$ cat src/design/i2cm_pkg.sv
`timescale 1ns / 1ps
`default_nettype none
// ----------------------------------------------------------------------------
// i2cm_pkg: shared types and constants of the i2c master transfer engine
// Phase codes of the line sequencer, request and result records, and the
// stream packing widths.
// ----------------------------------------------------------------------------
package i2cm_pkg;

    localparam int TDATA_W_IN  = 32;
    localparam int TDATA_W_OUT = 32;
    localparam int FIELD_LEN_W = 16;

    // bits shifted per byte on the bus
    localparam logic [3:0] BITS_PER_BYTE = 4'd8;

    typedef enum logic [4:0] {
        PH_IDLE    = 5'd0,
        PH_ST_A    = 5'd1,
        PH_ST_B    = 5'd2,
        PH_ST_C    = 5'd3,
        PH_TX_SET  = 5'd4,
        PH_TX_HIGH = 5'd5,
        PH_TX_LOW  = 5'd6,
        PH_TA_REL  = 5'd7,
        PH_TA_HIGH = 5'd8,
        PH_TA_LOW  = 5'd9,
        PH_RX_REL  = 5'd10,
        PH_RX_HIGH = 5'd11,
        PH_RX_LOW  = 5'd12,
        PH_MA_SET  = 5'd13,
        PH_MA_HIGH = 5'd14,
        PH_MA_LOW  = 5'd15,
        PH_SP_A    = 5'd16,
        PH_SP_B    = 5'd17,
        PH_SP_C    = 5'd18
    } i2cm_phase_t;

    typedef struct packed {
        logic        sda_in;
        logic [7:0]  data_byte;
        logic [15:0] length;
        logic        start_req;
    } i2cm_req_t;

    typedef struct packed {
        logic        status;
        logic        done_res;
        logic        busy_res;
        logic        rx_valid;
        logic [7:0]  rx_byte;
        logic [15:0] byte_index;
        logic        sda_output_enable;
        logic        sda_drive;
        logic        scl;
    } i2cm_res_t;

endpackage

`default_nettype wire

$ cat src/design/i2c_master_transfer_engine_top.sv
`timescale 1ns / 1ps
`default_nettype none
// ----------------------------------------------------------------------------
// i2c_master_transfer_engine_top: i2c master transfer engine
// Each request is one bus delay tick; each result gives the line levels and
// transfer status for that tick.
// ----------------------------------------------------------------------------
// Each request passes through the input register, then one sequencer step
// into the result register, and yields exactly one result.
// A new request is taken every cycle as long as m_tready keeps the result
// register draining; a stalled result holds back at most the one request
// sitting in the input register. Every tick advances the bus by one line
// phase: START and STOP take three ticks, each sent bit three, each received
// bit two. Lengths are masked to LEN_WIDTH bits, and a length of zero is
// taken as the address byte alone.
module i2c_master_transfer_engine_top #(
    parameter int LEN_WIDTH = 16
) (
    input  wire logic        aclk,
    input  wire logic        aresetn,
    input  wire logic        s_tvalid,
    output logic             s_tready,
    // start_req[0], length[16:1], data_byte[24:17], sda_in[25], zero[31:26]
    input  wire logic [31:0] s_tdata,
    output logic             m_tvalid,
    input  wire logic        m_tready,
    // scl[0], sda_drive[1], sda_output_enable[2], byte_index[18:3],
    // rx_byte[26:19], rx_valid[27], busy_res[28], done_res[29], status[30],
    // zero[31]
    output logic [31:0]      m_tdata
);

    logic                req_valid;
    logic                advance;
    i2cm_pkg::i2cm_req_t req;
    i2cm_pkg::i2cm_res_t res;

    logic                out_valid_reg;
    logic [31:0]         out_data_reg;

    assign advance = req_valid && (!out_valid_reg || m_tready);

    i2cm_in_reg u_in_reg (
        .aclk      (aclk),
        .aresetn   (aresetn),
        .s_tvalid  (s_tvalid),
        .s_tready  (s_tready),
        .s_tdata   (s_tdata),
        .take      (advance),
        .req_valid (req_valid),
        .req       (req)
    );

    i2cm_core #(
        .LEN_WIDTH (LEN_WIDTH)
    ) u_core (
        .aclk    (aclk),
        .aresetn (aresetn),
        .advance (advance),
        .req     (req),
        .res     (res)
    );

    always_ff @(posedge aclk) begin
        if (!aresetn) begin
            out_valid_reg <= 1'b0;
        end else if (advance) begin
            out_valid_reg <= 1'b1;
        end else if (m_tready) begin
            out_valid_reg <= 1'b0;
        end
    end

    always_ff @(posedge aclk) begin
        if (advance) begin
            out_data_reg <= {1'b0, res};
        end
    end

    assign m_tvalid = out_valid_reg;
    assign m_tdata  = out_data_reg;

endmodule

`default_nettype wire

$ cat src/design/i2cm_in_reg.sv
`timescale 1ns / 1ps
`default_nettype none
// ----------------------------------------------------------------------------
// i2cm_in_reg: input request register
// Holds one request from the slave-side stream until the sequencer takes it.
// ----------------------------------------------------------------------------
module i2cm_in_reg (
    input  wire logic                                aclk,
    input  wire logic                                aresetn,
    input  wire logic                                s_tvalid,
    output logic                                     s_tready,
    input  wire logic [i2cm_pkg::TDATA_W_IN-1:0]     s_tdata,
    input  wire logic                                take,
    output logic                                     req_valid,
    output i2cm_pkg::i2cm_req_t                      req
);

    logic                valid_reg;
    i2cm_pkg::i2cm_req_t req_reg;

    assign s_tready  = !valid_reg || take;
    assign req_valid = valid_reg;
    assign req       = req_reg;

    always_ff @(posedge aclk) begin
        if (!aresetn) begin
            valid_reg <= 1'b0;
        end else if (s_tready) begin
            valid_reg <= s_tvalid;
        end
    end

    always_ff @(posedge aclk) begin
        if (s_tvalid && s_tready) begin
            req_reg.start_req <= s_tdata[0];
            req_reg.length    <= s_tdata[16:1];
            req_reg.data_byte <= s_tdata[24:17];
            req_reg.sda_in    <= s_tdata[25];
        end
    end

endmodule

`default_nettype wire

$ cat src/design/i2cm_core.sv
`timescale 1ns / 1ps
`default_nettype none
// ----------------------------------------------------------------------------
// i2cm_core: line phase sequencer
// Advances the transaction one line phase per request and forms the result.
// ----------------------------------------------------------------------------
module i2cm_core #(
    parameter int LEN_WIDTH = 16
) (
    input  wire logic                 aclk,
    input  wire logic                 aresetn,
    input  wire logic                 advance,
    input  wire i2cm_pkg::i2cm_req_t  req,
    output i2cm_pkg::i2cm_res_t       res
);

    i2cm_pkg::i2cm_phase_t phase_reg, phase_next, cur_phase;
    logic [3:0]            bit_count_reg, bit_count_next, cur_bit;
    logic [7:0]            shift_reg, shift_next, cur_shift;
    logic [LEN_WIDTH-1:0]  position_reg, position_next, cur_pos;
    logic [LEN_WIDTH-1:0]  total_reg, total_next, cur_total;
    logic                  read_mode_reg, read_mode_next, cur_read;

    logic [LEN_WIDTH-1:0]  len_in;
    logic [LEN_WIDTH-1:0]  pos_inc;
    logic [3:0]            bit_inc;
    logic                  last_byte;
    logic                  scl_o, sda_o, oe_o, rxv_o, done_o, stat_o;
    logic [7:0]            rxb_o;

    assign len_in = req.length[LEN_WIDTH-1:0];

    always_ff @(posedge aclk) begin
        if (!aresetn) begin
            phase_reg     <= i2cm_pkg::PH_IDLE;
            bit_count_reg <= '0;
            shift_reg     <= '0;
            position_reg  <= '0;
            total_reg     <= '0;
            read_mode_reg <= 1'b0;
        end else if (advance) begin
            phase_reg     <= phase_next;
            bit_count_reg <= bit_count_next;
            shift_reg     <= shift_next;
            position_reg  <= position_next;
            total_reg     <= total_next;
            read_mode_reg <= read_mode_next;
        end
    end

    always_comb begin
        cur_phase = phase_reg;
        cur_bit   = bit_count_reg;
        cur_shift = shift_reg;
        cur_pos   = position_reg;
        cur_total = total_reg;
        cur_read  = read_mode_reg;
        // start is only honored from idle
        if (phase_reg == i2cm_pkg::PH_IDLE && req.start_req) begin
            cur_total = (len_in == '0) ? LEN_WIDTH'(1) : len_in;
            cur_pos   = '0;
            cur_bit   = '0;
            cur_shift = '0;
            cur_read  = 1'b0;
            cur_phase = i2cm_pkg::PH_ST_A;
        end

        phase_next     = cur_phase;
        bit_count_next = cur_bit;
        shift_next     = cur_shift;
        position_next  = cur_pos;
        total_next     = cur_total;
        read_mode_next = cur_read;

        pos_inc   = cur_pos + LEN_WIDTH'(1);
        bit_inc   = cur_bit + 4'd1;
        last_byte = (pos_inc >= cur_total) || (pos_inc == '0);

        scl_o  = 1'b1;
        sda_o  = 1'b1;
        oe_o   = 1'b1;
        rxb_o  = '0;
        rxv_o  = 1'b0;
        done_o = 1'b0;
        stat_o = 1'b0;

        case (cur_phase)
            i2cm_pkg::PH_IDLE: begin
            end
            i2cm_pkg::PH_ST_A: begin
                phase_next = i2cm_pkg::PH_ST_B;
            end
            i2cm_pkg::PH_ST_B: begin
                sda_o      = 1'b0;
                phase_next = i2cm_pkg::PH_ST_C;
            end
            i2cm_pkg::PH_ST_C: begin
                scl_o          = 1'b0;
                sda_o          = 1'b0;
                bit_count_next = '0;
                phase_next     = i2cm_pkg::PH_TX_SET;
            end
            i2cm_pkg::PH_TX_SET: begin
                if (cur_bit == '0) begin
                    shift_next = req.data_byte;
                    // address byte bit 0 picks the direction
                    if (cur_pos == '0) begin
                        read_mode_next = req.data_byte[0];
                    end
                end
                scl_o      = 1'b0;
                sda_o      = shift_next[7];
                phase_next = i2cm_pkg::PH_TX_HIGH;
            end
            i2cm_pkg::PH_TX_HIGH: begin
                sda_o      = cur_shift[7];
                phase_next = i2cm_pkg::PH_TX_LOW;
            end
            i2cm_pkg::PH_TX_LOW: begin
                scl_o          = 1'b0;
                sda_o          = cur_shift[7];
                shift_next     = {cur_shift[6:0], 1'b0};
                bit_count_next = bit_inc;
                phase_next     = (bit_inc >= i2cm_pkg::BITS_PER_BYTE) ?
                                 i2cm_pkg::PH_TA_REL : i2cm_pkg::PH_TX_SET;
            end
            i2cm_pkg::PH_TA_REL: begin
                scl_o      = 1'b0;
                sda_o      = 1'b0;
                oe_o       = 1'b0;
                phase_next = i2cm_pkg::PH_TA_HIGH;
            end
            i2cm_pkg::PH_TA_HIGH: begin
                sda_o      = 1'b0;
                oe_o       = 1'b0;
                shift_next = {7'd0, req.sda_in};
                phase_next = i2cm_pkg::PH_TA_LOW;
            end
            i2cm_pkg::PH_TA_LOW: begin
                scl_o = 1'b0;
                sda_o = 1'b0;
                oe_o  = 1'b0;
                // nack keeps bit 0 set so stop reports it
                if (cur_shift[0]) begin
                    phase_next = i2cm_pkg::PH_SP_A;
                end else begin
                    position_next  = pos_inc;
                    bit_count_next = '0;
                    if (pos_inc == '0 || pos_inc >= cur_total) begin
                        shift_next = '0;
                        phase_next = i2cm_pkg::PH_SP_A;
                    end else begin
                        phase_next = cur_read ? i2cm_pkg::PH_RX_REL
                                              : i2cm_pkg::PH_TX_SET;
                    end
                end
            end
            i2cm_pkg::PH_RX_REL: begin
                scl_o          = 1'b0;
                sda_o          = 1'b0;
                oe_o           = 1'b0;
                bit_count_next = '0;
                shift_next     = '0;
                phase_next     = i2cm_pkg::PH_RX_HIGH;
            end
            i2cm_pkg::PH_RX_HIGH: begin
                sda_o          = 1'b0;
                oe_o           = 1'b0;
                shift_next     = {cur_shift[6:0], req.sda_in};
                bit_count_next = bit_inc;
                if (bit_inc >= i2cm_pkg::BITS_PER_BYTE) begin
                    rxv_o = 1'b1;
                    rxb_o = shift_next;
                end
                phase_next = i2cm_pkg::PH_RX_LOW;
            end
            i2cm_pkg::PH_RX_LOW: begin
                scl_o      = 1'b0;
                sda_o      = 1'b0;
                oe_o       = 1'b0;
                phase_next = (cur_bit >= i2cm_pkg::BITS_PER_BYTE) ?
                             i2cm_pkg::PH_MA_SET : i2cm_pkg::PH_RX_HIGH;
            end
            i2cm_pkg::PH_MA_SET: begin
                scl_o      = 1'b0;
                sda_o      = last_byte;
                phase_next = i2cm_pkg::PH_MA_HIGH;
            end
            i2cm_pkg::PH_MA_HIGH: begin
                sda_o      = last_byte;
                phase_next = i2cm_pkg::PH_MA_LOW;
            end
            i2cm_pkg::PH_MA_LOW: begin
                scl_o         = 1'b0;
                sda_o         = last_byte;
                position_next = pos_inc;
                if (last_byte) begin
                    shift_next = '0;
                    phase_next = i2cm_pkg::PH_SP_A;
                end else begin
                    phase_next = i2cm_pkg::PH_RX_REL;
                end
            end
            i2cm_pkg::PH_SP_A: begin
                scl_o      = 1'b0;
                sda_o      = 1'b0;
                phase_next = i2cm_pkg::PH_SP_B;
            end
            i2cm_pkg::PH_SP_B: begin
                sda_o      = 1'b0;
                phase_next = i2cm_pkg::PH_SP_C;
            end
            i2cm_pkg::PH_SP_C: begin
                done_o     = 1'b1;
                stat_o     = cur_shift[0];
                phase_next = i2cm_pkg::PH_IDLE;
            end
            default: begin
                phase_next = i2cm_pkg::PH_IDLE;
            end
        endcase

        res.scl               = scl_o;
        res.sda_drive         = sda_o;
        res.sda_output_enable = oe_o;
        res.byte_index        = i2cm_pkg::FIELD_LEN_W'(position_next);
        res.rx_byte           = rxb_o;
        res.rx_valid          = rxv_o;
        res.busy_res          = (phase_next != i2cm_pkg::PH_IDLE) || done_o;
        res.done_res          = done_o;
        res.status            = stat_o;
    end

    // a received byte is reported exactly when the eighth bit lands
    assert property (@(posedge aclk) disable iff (!aresetn)
        advance && res.rx_valid |=> bit_count_reg == i2cm_pkg::BITS_PER_BYTE)
        else $error("rx_valid without a full byte");

    // position never runs past the transfer length
    assert property (@(posedge aclk) disable iff (!aresetn)
        phase_reg != i2cm_pkg::PH_IDLE |-> position_reg <= total_reg)
        else $error("position beyond transfer length");

    // a running transfer always has at least the address byte
    assert property (@(posedge aclk) disable iff (!aresetn)
        phase_reg != i2cm_pkg::PH_IDLE |-> total_reg != '0)
        else $error("zero length transfer in progress");

    // while the line is released, the data path holds sda_drive low
    assert property (@(posedge aclk) disable iff (!aresetn)
        !res.sda_output_enable |-> !res.sda_drive)
        else $error("sda drive while released");

endmodule

`default_nettype wire
$ cat config.mk
export PLATFORM = sky130hd
export DESIGN_NAME = i2c_master_transfer_engine_top
export DESIGN_NICKNAME = d
export VERILOG_FILES = /design/src/design/i2cm_pkg.sv /design/src/design/i2c_master_transfer_engine_top.sv /design/src/design/i2cm_in_reg.sv /design/src/design/i2cm_core.sv
export SDC_FILE = /design/constraint.sdc
export NUM_CORES = 1
export LEC_CHECK = 0
export ABC_AREA = 1
export CAP_MARGIN = 0
export CORE_MARGIN = 2
export CORE_UTILIZATION = 30
export DETAILED_ROUTE_END_ITERATION = 16
export DONT_BUFFER_PORTS = 1
export REMOVE_ABC_BUFFERS = 1
export SLEW_MARGIN = 20
export SYNTH_ARGS = -nofsm -noshare
export SYNTH_HDL_FRONTEND = slang
export SYNTH_SLANG_ARGS = --single-unit
$ cat constraint.sdc
create_clock -name aclk -period 5 [get_ports aclk]
set_input_delay 1 -clock aclk [delete_from_list [all_inputs] [get_ports aclk]]
set_output_delay 1 -clock aclk [all_outputs]
set_load 0.02 [all_outputs]
==> results, run 1 <==
- The run finished with clean final reports.
- The post-synthesis register bit count is 109.
- The via density per instance is 4.70.
- In the final routed layout, each cell accounts on average for 13.8 um.
- Setup repair after global routing left no endpoint under its margin.
- The final number of hold-violating endpoints is 0.
- Setup slack on the worst reg-to-reg path comes out at 1.22 ns.
- The worst min-delay path category is flop to flop.
- The most common cell after layout, fill and taps aside is sky130_fd_sc_hd__nand2_1.
- The proportion of power drawn by flip-flops and latches is 48.9%.
- The congestion estimate from routability-driven global placement came to 0.862.
- The clock network accounts for 34.0% of the total power.
- The post-detailed-route DRC marker count is 0.
- The number of stages on the worst hold path is 2.
- Counting flops with a built-in enable in the synthesized netlist gives 57.
- The clock latency on the worst-skew pair is 0.36 ns.
- The netlist uses 42 different library cells.
- The region available for standard cell placement spans 20100 um^2.
- STA classifies the critical path startpoint as a flop.
- The routed via count is 4953.
- The cell-internal power is 0.00151 W.
- For this run, the top clock speed supported by timing is 265 MHz.
- After filler insertion, the fill cell instance count of the layout stands at 2106.
- The nature of the critical path endpoint is a flop.
- After synthesis, the share of flip-flops with an asynchronous set or reset is 0%.
- The leakage power is 3.05 nW.
- Summing all non-filler instances in the final layout gives an area of 6670 um^2.
- The area of placed instances is 6370 um^2.
- The max-slew violation count was 0.
- The floorplan die height is 147 um.
- The accumulated negative setup slack is 0 ns.
- The flip-flop count of the largest register after layout is 31.
- Once the floorplan was initialized, standard cells occupied 30.5% of the core.
- The beginning of the worst hold path is u_core.shift_reg[5].
- The number of antenna violations at the first check in global routing is 0.
- The row count is 52.
- The hold-critical path endpoint is u_core.shift_reg[5].
- Entering global routing, the biggest net connects 42 pins.
- The first detailed-routing pass took 5 iterations.
- The post-synthesis sequential area ratio is 44.9%.
- Power spread over the standard cell area amounts to 323 nW/um^2.
- The post-route netlist has 9.07% of its cells at a drive strength greater than 1.
- STA puts the critical path data required time at 5.10 ns.
- The die covers 21600 um^2.
- The critical path is of the flop to flop type.
- The post-layout minimum cycle time is 3.78 ns.
- The number of cells produced by synthesis is 788.
- The aggregate global routing overflow is 0.
- In this run, post-CTS repair resized a total of 0 instances.
- Net switching is 30.0% of the power.
- The terminus of the critical flop-to-flop path is m_tdata[28].
- The beginning of the critical path is u_core.phase_reg[1].
- In this run the critical register-to-register path is launched from u_core.phase_reg[1].
- The combinational fraction of design power is 17.1%.
- Relative to the synthesized area, the layout overhead comes to 8.89%.
- The part of the cycle the worst path needs is 75.5%.
- Along the worst path, the maximum fanout reaches 34.
- Among all flip-flop cells after synthesis, the most frequent one is sky130_fd_sc_hd__edfxtp_1.
- Between clock sinks in the finished design, the worst skew comes to 0.00778 ns.
- The count of antenna-violating nets left after detailed routing is 0.
- The total of hold buffers inserted after clock tree synthesis is 0.
- The net switching component of the power is 0.000647 W.
- The number of clock buffers inserted by TritonCTS is 9.
- Among all stages on the critical path, the largest delay is contributed by sky130_fd_sc_hd__dfxtp_1.
- The number of violations of the max-capacitance limit is 0.
- The number of nets in the layout is 835.
- At the pin with the least slew margin, the transition time is 0.962 ns.
- The number of antenna diodes in the final layout is 0.
- The most numerous cell on the critical path is sky130_fd_sc_hd__nand2_1.
- Dividing the synthesized area by the synthesized cell count gives 7.77 um^2.
- The first global-routing pass estimated 24200 um of wire.
- TritonCTS built the clock tree.
- The horizontal extent of the die is 147 um.
- The number of warning messages in the yosys log is 0.
- The via count of the first global-routing pass was 4668.
- The number of buffers added on ports is 0.
- The top cell types in the final layout, fill and taps aside, are 182 x sky130_fd_sc_hd__nand2_1, 115 x sky130_fd_sc_hd__inv_1, 75 x sky130_fd_sc_hd__nor2_1.
- The largest single stage delay on the critical path is 0.48 ns.
- The endpoint arrival time on the critical path is 3.88 ns.
- Setup violations remaining at the end of the flow were counted as 0.
- The H-tree depth is 3.
- The maximum resistive drop on vdd is 0.149 mV.
- The worst relative slew slack is 35.8%.
- The total track usage is 13.9%.
- The critical path goes through nor2_2, nand3_4, buf_4, nand3_1, nor2_4, nand2_1, inv_1, nand2_1, nand2_1, nand2_1, ha_1, nand2_1, inv_1, nand3_1, inv_1, a21oi_1, nand2_1, a31oi_1, nand2_4, nand2_1, nand3_1, nor3_1, nand2_1.
- Once detailed placement completed, the half-perimeter wirelength came to 10800 um.
- The clock input transition at the sequential cells of the worst setup and hold paths is 0.07 ns.
- Summed over all layers, the routed wires come to 14600 um.
- The sink count of the clock tree is 109.
- The longest clock path from root to sink contains 2 buffers.
- Pin placement for this block handled 70 I/O pins.
- The mapped netlist covers 6120 um^2.
- Once the clock tree was built, the setup fixing pass inserted 0 buffers.
- The DRC violation total after the first TritonRoute iteration is 429.
- The tree is rooted in a sky130_fd_sc_hd__clkbuf_16.
- The multi-input gate area in the final layout is 2750 um^2.
- The number of cells on the worst reg-to-reg path is 23.
- In the final layout, flip-flops and latches occupy 2750 um^2.
-- routing by layer --
layer | vias up | part of all wire [%] | global-route usage (%)
met1 | 2274 | 48 | 18.8
met5 | - | 0 | 0
met2 | 96 | 45 | 21.9
li1 | 2566 | - | -
met4 | 0 | 2.1 | 5.34
met3 | 17 | 4.8 | 2.95
-- cell usage after synthesis (2+ instances only) --
cell,number,area share (%)
sky130_fd_sc_hd__nor2_2,8,0.82
sky130_fd_sc_hd__clkinv_1,2,0.12
sky130_fd_sc_hd__buf_2,6,0.49
sky130_fd_sc_hd__nand4_1,11,1.1
sky130_fd_sc_hd__inv_2,14,0.86
sky130_fd_sc_hd__buf_6,2,0.37
sky130_fd_sc_hd__clkbuf_1,12,0.74
sky130_fd_sc_hd__xor2_2,3,0.80
sky130_fd_sc_hd__nand2_1,182,11
sky130_fd_sc_hd__nand2_4,2,0.37
sky130_fd_sc_hd__mux2i_1,3,0.49
sky130_fd_sc_hd__a2111oi_2,2,0.49
sky130_fd_sc_hd__inv_1,115,7.0
sky130_fd_sc_hd__nand2_2,10,1.0
sky130_fd_sc_hd__buf_4,3,0.37
sky130_fd_sc_hd__o211ai_1,24,2.9
sky130_fd_sc_hd__buf_1,3,0.18
sky130_fd_sc_hd__edfxtp_1,57,28
sky130_fd_sc_hd__a211oi_1,5,0.61
sky130_fd_sc_hd__ha_1,21,4.3
sky130_fd_sc_hd__nor2_1,75,4.6
sky130_fd_sc_hd__nor2_4,4,0.74
sky130_fd_sc_hd__a21oi_1,42,3.4
sky130_fd_sc_hd__nor3_1,7,0.57
sky130_fd_sc_hd__nand3_2,6,0.98
sky130_fd_sc_hd__o21ai_1,30,2.5
sky130_fd_sc_hd__dfxtp_1,52,17
sky130_fd_sc_hd__nor4_1,6,0.61
sky130_fd_sc_hd__nand3_1,42,3.4
sky130_fd_sc_hd__o21ai_0,27,2.2
-- how the worst max path moves through the flow --
| stage | slack (ns) | endpoint | cells after the start |
|---|---|---|---|
| after detailed placement | 1.23 | m_tdata[28] | 23 |
| final | 1.22 | m_tdata[28] | 23 |
| after CTS | 1.21 | m_tdata[28] | 23 |
| after global routing | 0.89 | m_tdata[28] | 23 |
| after floorplan | 1.53 | m_tdata[28] | 24 |
| after global placement | 1.24 | m_tdata[28] | 23 |
-- cells by family (layout without fill, tap and decap cells) --
group | Yosys count | count (layout) | synth area share [%]
XOR/XNOR | 3 | 3 | 0.797
buffers and inverters | 157 | 152 | 10.2
AND/OR/NAND/NOR | 357 | 357 | 26.2
adder cells (fa/ha/maj) | 21 | 21 | 4.29
other | 1 | 1 | 0.0612
multiplexers | 3 | 3 | 0.490
AO/OA/AOI/OAI | 137 | 137 | 13.1
flip-flops | 109 | 109 | 44.9
-- critical path, delay by kind of cell, from the launching register on --
kind / cells / cell delay, ns
AO/OA/AOI/OAI: 2 / 0.42
buffers and inverters: 4 / 0.55
AND/OR/NAND/NOR: 16 / 1.74
adder cells (fa/ha/maj): 1 / 0.30
flip-flops: 1 / 0.48
-- layout make-up --
type	instances	area share (%)
flip-flops and latches	109	41.3
multi-input cells	522	41.2
inverters	131	7.37
well taps	270	5.07
clock buffers	10	3.43
clock inverters	6	1.07
repair buffers	5	0.563
-- power groups by stage --
stage	Combinational, W	Clock (W)	Sequential (W)
2_1_floorplan	0.000278	0	0.00106
3_3_place_gp	0.000365	0	0.00107
3_5_place_dp	0.000371	0	0.00108
4_1_cts	0.000372	0.000749	0.00105
5_1_grt	0.000424	0.000786	0.00106
6_report	0.000369	0.000734	0.00105
-- metrics by stage --
stage	instances	utilization (%)	power (W)	setup slack, ns	hold slack [ns]
2_1_floorplan	762	-	0.00134	1.53	0.445
3_3_place_gp	1037	31.7	0.00144	1.24	0.452
3_5_place_dp	1037	31.7	0.00145	1.23	0.456
4_1_cts	1053	33.2	0.00218	1.21	0.468
5_1_grt	1053	33.2	0.00227	0.885	0.488
6_report	1053	33.2	0.00216	1.22	0.466
No activity file was read; power rests on OpenSTA's default activity.
==> run 2: changes to the inputs <==
==> constraint.sdc (replaced) <==
create_clock -name aclk -period 3.7 [get_ports aclk]
set_input_delay 0.74 -clock aclk [delete_from_list [all_inputs] [get_ports aclk]]
set_output_delay 0.74 -clock aclk [all_outputs]
set_load 0.02 [all_outputs]
==> results, run 2 (synthesized netlist as in run 1, its figures left out) <==
- The run finished with clean final reports.
- The aggregate global routing overflow is 0.
- The library cell used most frequently in the layout, excluding fill and tap cells, is sky130_fd_sc_hd__nand2_1.
- The number of buffers added on ports is 0.
- Cells with a size suffix above 1 make up 10.8% of the layout.
- The max-slew violation count is 0.
- The pre-antenna-repair detailed-routing pass consisted of 5 iterations.
- The post-layout minimum cycle time is 3.32 ns.
- Derived from the worst setup path, the maximum achievable clock frequency is 301 MHz.
- The wire length of the first global-routing pass is 24300 um.
- The DRC violation total after the first TritonRoute iteration is 524.
- Dividing total power by cell area gives a power density of 445 nW/um^2.
- The horizontal extent of the die is 147 um.
- The number of clock buffers inserted by TritonCTS is 9.
- The element type at the critical path start is a flop.
- The synthesis-to-layout area growth is 11.2%.
- The worst hold path begins at u_core.shift_reg[3].
- The detailed-route wire length per cell is 13.8 um.
- The endpoint arrival time on the critical path is 3.44 ns.
- VDD sags by at most 0.220 mV.
- The highest net fanout along the worst path is 6.
- The via count of the first global-routing pass is 4680.
- The overall power consumption is 0.00303 W.
- The clock tree root driver cell is sky130_fd_sc_hd__clkbuf_16.
- In this run the vertical extent of the chip is 147 um.
- Measured in cells, the most critical reg-to-reg path has a length of 21.
- The detail route stage leaves a number of antenna-violating nets equal to 0.
- Setup violations remaining at the end of the flow were counted as 0.
- The area enclosed by the die boundary is 21600 um^2.
- The leakage power is 3.11 nW.
- The number of antenna violations at the first check in global routing was 0.
- The number of nets in the layout is 842.
- The clock input transition at the sequential cells of the worst setup and hold paths is 0.07 ns.
- Across the run, the number of max-cap violations was 0.
- The number of stages on the worst hold path is 2.
- The data required time at the worst endpoint is 3.82 ns.
- The worst setup path is of the flop to flop kind.
- For this configuration, the core starts out at a cell density of 30.5%.
- Leaving out fill and tap cells, the most frequent cells in the layout are 182 x sky130_fd_sc_hd__nand2_1, 115 x sky130_fd_sc_hd__inv_1, 75 x sky130_fd_sc_hd__nor2_1.
- The final layout contains routed wiring with a total length of 14700 um.
- The total track usage is 13.9%.
- The H-tree depth is 3.
- The critical register-to-register path startpoint is u_in_reg.req[0].
- The worst setup margin is 0.379 ns.
- The pin count of the biggest net entering global routing is 74.
- Row generation in the floorplan step produced 52 rows.
- At the later pin of the worst-skew pair, clock insertion delay measures 0.37 ns.
- The sink count of the clock tree is 109.
- The post-CTS setup buffer count is 0.
- The transition time at the pin with the least slew margin is 0.957 ns.
- The number of buffers on the longest clock path is 2.
- The post-detailed-route DRC marker count is 0.
- The flip-flop count of the largest register after layout is 31.
- The final HPWL from detailed placement is 10700 um.
- Using the TritonRoute via totals, the vias-per-cell ratio works out to 4.68.
- Routability-driven placement finished with a final weighted congestion of 0.879.
- Setup total negative slack on the finished layout was measured at 0 ns.
- Setup repair after global routing left no endpoint under its margin.
- The worst clock skew is 0.00747 ns.
- The part of the cycle the worst path needs is 89.8%.
- 70 I/O pins were placed.
- Headroom to the max-slew limit came out at 36.1%.
- The pre-CTS setup slack is 0.175 ns.
- The beginning of the critical path is u_in_reg.req[0].
- The worst min-delay path category is flop to flop.
- The number of antenna diodes is 0.
- In this run, post-CTS hold repair placed 0 buffers.
- The nature of the critical path endpoint is a flop.
- Across all layers, the routed design uses 4960 vias.
- The area of the placeable core is 20100 um^2.
- The CTS tree is done.
- The final number of hold-violating endpoints came to 0.
run 2: changes by cell type in the layout (fill, tap and decap cells not counted), moves of 2 or more:
cell                     previous run  this run
sky130_fd_sc_hd__buf_4              5        10
sky130_fd_sc_hd__inv_6              0         3
sky130_fd_sc_hd__nor3_1             7         4
sky130_fd_sc_hd__nor3_2             1         4
sky130_fd_sc_hd__buf_12             0         2
run 2: critical path, cell delays in order (launching register included):
cell and delay [ns]:
sky130_fd_sc_hd__edfxtp_1 0.37, sky130_fd_sc_hd__inv_1 0.12, sky130_fd_sc_hd__nor2_2 0.07, sky130_fd_sc_hd__nand3_4 0.11, sky130_fd_sc_hd__nand2_1 0.08, sky130_fd_sc_hd__inv_1 0.12
sky130_fd_sc_hd__ha_2 0.22, sky130_fd_sc_hd__nand3_4 0.12, sky130_fd_sc_hd__nor2_4 0.14, sky130_fd_sc_hd__nand3_1 0.14, sky130_fd_sc_hd__xor2_2 0.24, sky130_fd_sc_hd__ha_1 0.27
sky130_fd_sc_hd__nand3_1 0.12, sky130_fd_sc_hd__inv_1 0.05, sky130_fd_sc_hd__a21oi_1 0.13, sky130_fd_sc_hd__nand2_1 0.08, sky130_fd_sc_hd__a31oi_2 0.20, sky130_fd_sc_hd__nand2_4 0.11
sky130_fd_sc_hd__nand2_1 0.07, sky130_fd_sc_hd__nand3_1 0.12, sky130_fd_sc_hd__nor3_2 0.12, sky130_fd_sc_hd__nand2_1 0.07
run 2: final timing paths:
path | slack [ns] | to
worst max-delay path | 0.38 | m_tdata[28]
worst min-delay path | 0.46 | u_core.shift_reg[3]
worst max register to register | 0.38 | m_tdata[28]
worst min register to register | 0.46 | u_core.shift_reg[3]
run 2: final cells by class:
type / count / area [um^2]
fillers: 2080 / 13300
clock inverters: 7 / 104
repair buffers: 12 / 115
inverters: 131 / 492
flip-flops and latches: 109 / 2750
multi-input cells: 522 / 2790
clock buffers: 9 / 225
well taps: 270 / 338
run 2: layer usage:
| metal | global-route usage [%] | routed length, um | part of all wire [%] | vias to the layer above |
|---|---|---|---|---|
| li1 | - | - | - | 2587 |
| met1 | 18.8 | 7140 | 49 | 2241 |
| met2 | 21.8 | 6410 | 44 | 115 |
| met3 | 3.60 | 862 | 5.9 | 17 |
| met4 | 4.66 | 250 | 1.7 | 0 |
| met5 | 0 | 0 | 0 | - |
run 2: power breakdown:
| group | switching [W] | internal, W | leakage, nW |
|---|---|---|---|
| clock | 0.000481 | 0.000604 | 0.161 |
| sequential | 0.0000690 | 0.00135 | 0.972 |
| combinational | 0.000353 | 0.000173 | 1.98 |
| total | 0.000903 | 0.00213 | 3.11 |
run 2: metrics by stage:
step           util (%)  cells  instance area (um^2)  hold slack, ns
3_5_place_dp       32.1   1044                  6450           0.455
3_3_place_gp       32.1   1044                  6450           0.451
6_report           33.9   1060                  6810           0.464
5_1_grt            33.9   1060                  6810           0.452
2_1_floorplan         -    762                  5990           0.445
4_1_cts            33.7   1060                  6780           0.456
run 2: repair_timing:
| action | 4_1_cts | 5_1_grt |
|---|---|---|
| setup endpoints to repair | 0 | 10 |
| endpoints found under the hold margin | 0 | 0 |
| resized for setup | 0 | 7 |
==> run 3: changes to the inputs <==
--- a/config.mk
+++ b/config.mk
@@ -5,7 +5,6 @@
 export SDC_FILE = /design/constraint.sdc
 export NUM_CORES = 1
 export LEC_CHECK = 0
-export ABC_AREA = 1
 export CAP_MARGIN = 0
 export CORE_MARGIN = 2
 export CORE_UTILIZATION = 30
==> results, run 3 <==
- In the synthesized netlist, the cells that appear most often are 57 x sky130_fd_sc_hd__edfxtp_1, 53 x sky130_fd_sc_hd__nand2_1, 52 x sky130_fd_sc_hd__dfxtp_1.
- The post-route cell area is 7160 um^2.
- The accumulated negative setup slack is 0 ns.
- The floorplan die height is 147 um.
- The average size of a mapped cell is 10.0 um^2.
- The final setup violation count is 0.
- The highest net fanout along the worst path is 22.
- The CTS tree is done.
- In this run, the number of DRC markers left after iteration 0 of detailed routing was 407.
- In this run the core area contains 52 standard-cell rows.
- After clock tree synthesis, the clock-pin slew on the worst setup and hold paths is 0.07 ns.
- The most common cell in the synthesized netlist is sky130_fd_sc_hd__edfxtp_1.
- For this run, asynchronously set or reset flops after synthesis account for 0%.
- Among the stages of the critical path, the cell type that occurs most often is sky130_fd_sc_hd__buf_4.
- The number of unique standard cell types used by synthesis is 72.
- Along the worst hold path, the cell count comes to 2.
- The critical path goes through buf_4, or3b_4, nor2_8, buf_12, buf_4, mux2i_4, ha_1, o211ai_1, nand2_1, nand4_1, a221oi_2, buf_4, a311oi_4, o221a_1, nand4_1.
- Counting flops with a built-in enable in the synthesized netlist gives 57.
- After synthesis, the cell types taking the most area are sky130_fd_sc_hd__edfxtp_1 28%, sky130_fd_sc_hd__dfxtp_1 17%, sky130_fd_sc_hd__mux2i_1 4.7%.
- The area enclosed by the die boundary is 21500 um^2.
- The sink count of the clock tree is 109.
- Setup repair after global routing left no endpoint under its margin.
- The count of cells along the worst register-to-register path is 15.
- The flip-flop count of the largest register after layout is 31.
- The net count of the finished layout is 696.
- Counting along the longest clock path gives a buffer depth of 2.
- By startpoint and endpoint, the worst setup path is classified as flop to flop.
- Global routing used 14.3% of the available tracks.
- After detailed placement, the total cell area comes to 6720 um^2.
- The synthesis-to-layout area growth is 17.1%.
- The horizontal extent of the die is 147 um.
- Data on the critical path arrives at its endpoint at 3.67 ns.
- The number of buffers added on ports is 0.
- For this block, the via count after detailed routing is 4770.
- The biggest area contributor in the post-synthesis netlist is sky130_fd_sc_hd__edfxtp_1.
- The max-slew violation count is 0.
- In the finished design, the share of the clock period the worst path needs comes to 96.4%.
- The placed cell count is 895.
- The aggregate global routing overflow is 0.
- Max-cap violations in this run came to 0.
- Power spread over the standard cell area amounts to 380 nW/um^2.
- Of the cells placed in the final design, the portion with a size suffix greater than 1 is 19.9%.
- The min-delay analysis places its worst path in the category flop to flop.
- The delay of the slowest cell on the worst path is 0.48 ns.
- For the worst setup path, the data required time is 3.80 ns.
- The number of search-and-repair iterations in the first detailed-routing pass is 5.
- STA classifies the critical path endpoint as a flop.
- The final HPWL from detailed placement is 10800 um.
- At the pin with the least slew margin, the transition time is 0.865 ns.
- The leakage power is 2.64 nW.
- The clock tree root driver cell is sky130_fd_sc_hd__clkbuf_16.
- Leaving out fill and tap cells, the most frequent cell in the layout is sky130_fd_sc_hd__buf_4.
- The detailed-route wire length per cell is 16.9 um.
- The maximum frequency from static timing analysis is 280 MHz.
- The count of cells in the finished layout, fillers not included, comes to 914.
- IR analysis of the VDD net gives a maximum drop of 0.244 mV.
- The congestion estimate from routability-driven global placement came to 0.848.
- After synthesis the cells add up to 6110 um^2.
- The element type at the critical path start is a flop.
- The via count of the first global-routing pass came to 4392.
- The post-synthesis register bit count is 109.
- The count of antenna-violating nets left after detailed routing is 0.
- The wire length of the first global-routing pass is 24300 um.
- Entering global routing, the biggest net connects 58 pins.
- In this run the count of I/O pins placed on the die edge is 70.
- The number of cells produced by synthesis is 610.
- The worst relative slew slack is 41.5%.
- The most instantiated flip-flop cell in the synthesis netlist is sky130_fd_sc_hd__edfxtp_1.
- The initial cell density of the core is 30.4%.
- The final number of hold-violating endpoints is 0.
- In the layout the commonest cells are 66 x sky130_fd_sc_hd__buf_4, 57 x sky130_fd_sc_hd__edfxtp_1, 53 x sky130_fd_sc_hd__nand2_1.
- The post-layout minimum cycle time is 3.57 ns.
- The clock arrives with 0.00391 ns of skew.
- The total of hold buffers inserted after clock tree synthesis is 0.
- Clock latency on the worst-skew pair, taken at its later pin, is 0.37 ns.
- For this run, the number of Yosys warnings is 0.
- The via density per instance is 5.22.
- The worst-path cell with the longest stage delay is sky130_fd_sc_hd__or3b_4.
- The post-detailed-route DRC marker count is 0.
- The number of antenna diodes is 0.
- The number of antenna violations at the first check in global routing is 0.
- Summed over all layers, the routed wires come to 15400 um.
- Clock tree synthesis inserted a total of 9 buffers.
- In this run the biggest area consumer among cell types represents 28.0% of the synthesized area.
- The H-tree depth is 3.
- The flow ran to the end, and the final reports show no timing, DRC or antenna violations.
- The post-synthesis sequential area ratio is 45.0%.
- After floorplanning, the core was sized to cover 20100 um^2.
==> run 3: changes by cell type in the layout (fill, tap and decap cells not counted), sizes merged, moves of 13 or more <==
cell	delta
o21ai	-17
nor2b	+24
nand2	-141
buf	+55
a22oi	+13
a21oi	-15
inv	-113
mux2i	+26
nand3	-28
nor2	-62
o211a	+17
o211ai	-18
and2	+17
==> run 3: worst max-delay path, delay by kind of cell, from the launching register on <==
kind            cells  cell delay, ns
fa+ha+maj           1            0.25
flops               1            0.31
mux                 1            0.25
buf+inv             4            0.70
simple gates        5            0.92
compound gates      4            0.86
==> run 3: where the power goes <==
part / leakage, nW / internal, W / switching (W)
Sequential: 0.956 / 0.00133 / 0.0000541
Combinational: 1.55 / 0.000171 / 0.000233
Clock: 0.134 / 0.000460 / 0.000473
==> run 3: logic make-up after synthesis <==
group                      Yosys count  share of synthesized area, %
other                                1                        0.0613
buffers and inverters               65                          4.75
and+or+nand+nor                    201                          18.5
xor gates and xnor gates             9                          1.29
muxes                               30                          4.93
adders and majority gates           21                          4.30
DFF                                109                          45.0
AOI/OAI and AO/OA                  174                          21.2
==> run 3: per-stage QoR <==
step                power (W)  setup WS [ns]  hold WS, ns  util [%]
CTS                   0.00272         0.0345        0.456      34.9
finish                0.00272          0.132        0.459      35.6
detailed placement    0.00178         -0.141        0.451      33.4
floorplan             0.00164         -0.818        0.435         -
global placement      0.00178         -0.106        0.442      33.4
global route          0.00284        0.00428        0.448      35.6
==> run 3: final cells by class <==
class                           instances  area (um^2)
Clock buffer                            9          225
Multi-Input combinational cell        436         3220
Tap cell                              270          338
Fill cell                            2009        12900
Timing Repair Buffer                   67          515
Clock inverter                          7         47.5
Sequential cell                       109         2760
Inverter                               16         60.1
==> run 3: final timing paths <==
kind                             from             endpoint  slack [ns]
hold reg to reg   u_core.shift_reg[1]  u_core.shift_reg[1]        0.46
hold / removal    u_core.shift_reg[1]  u_core.shift_reg[1]        0.46
setup reg to reg  u_core.phase_reg[3]          m_tdata[28]        0.13
setup / recovery  u_core.phase_reg[3]          m_tdata[28]        0.13
==> run 3: repair_timing <==
item                                    in CTS  in global routing
pin swaps                                    3                  7
endpoints found under the setup margin      10                 11
buffers inserted                             0                  3
cloned                                       0                  0
resized for setup                            6                 26
==> run 3: per-layer routing <==
| metal | GRT usage, % | wire (um) |
|---|---|---|
| met1 | 20.8 | 7590 |
| met2 | 21.3 | 6910 |
| met3 | 3.07 | 611 |
| met4 | 4.47 | 293 |
| met5 | 0 | 0 |
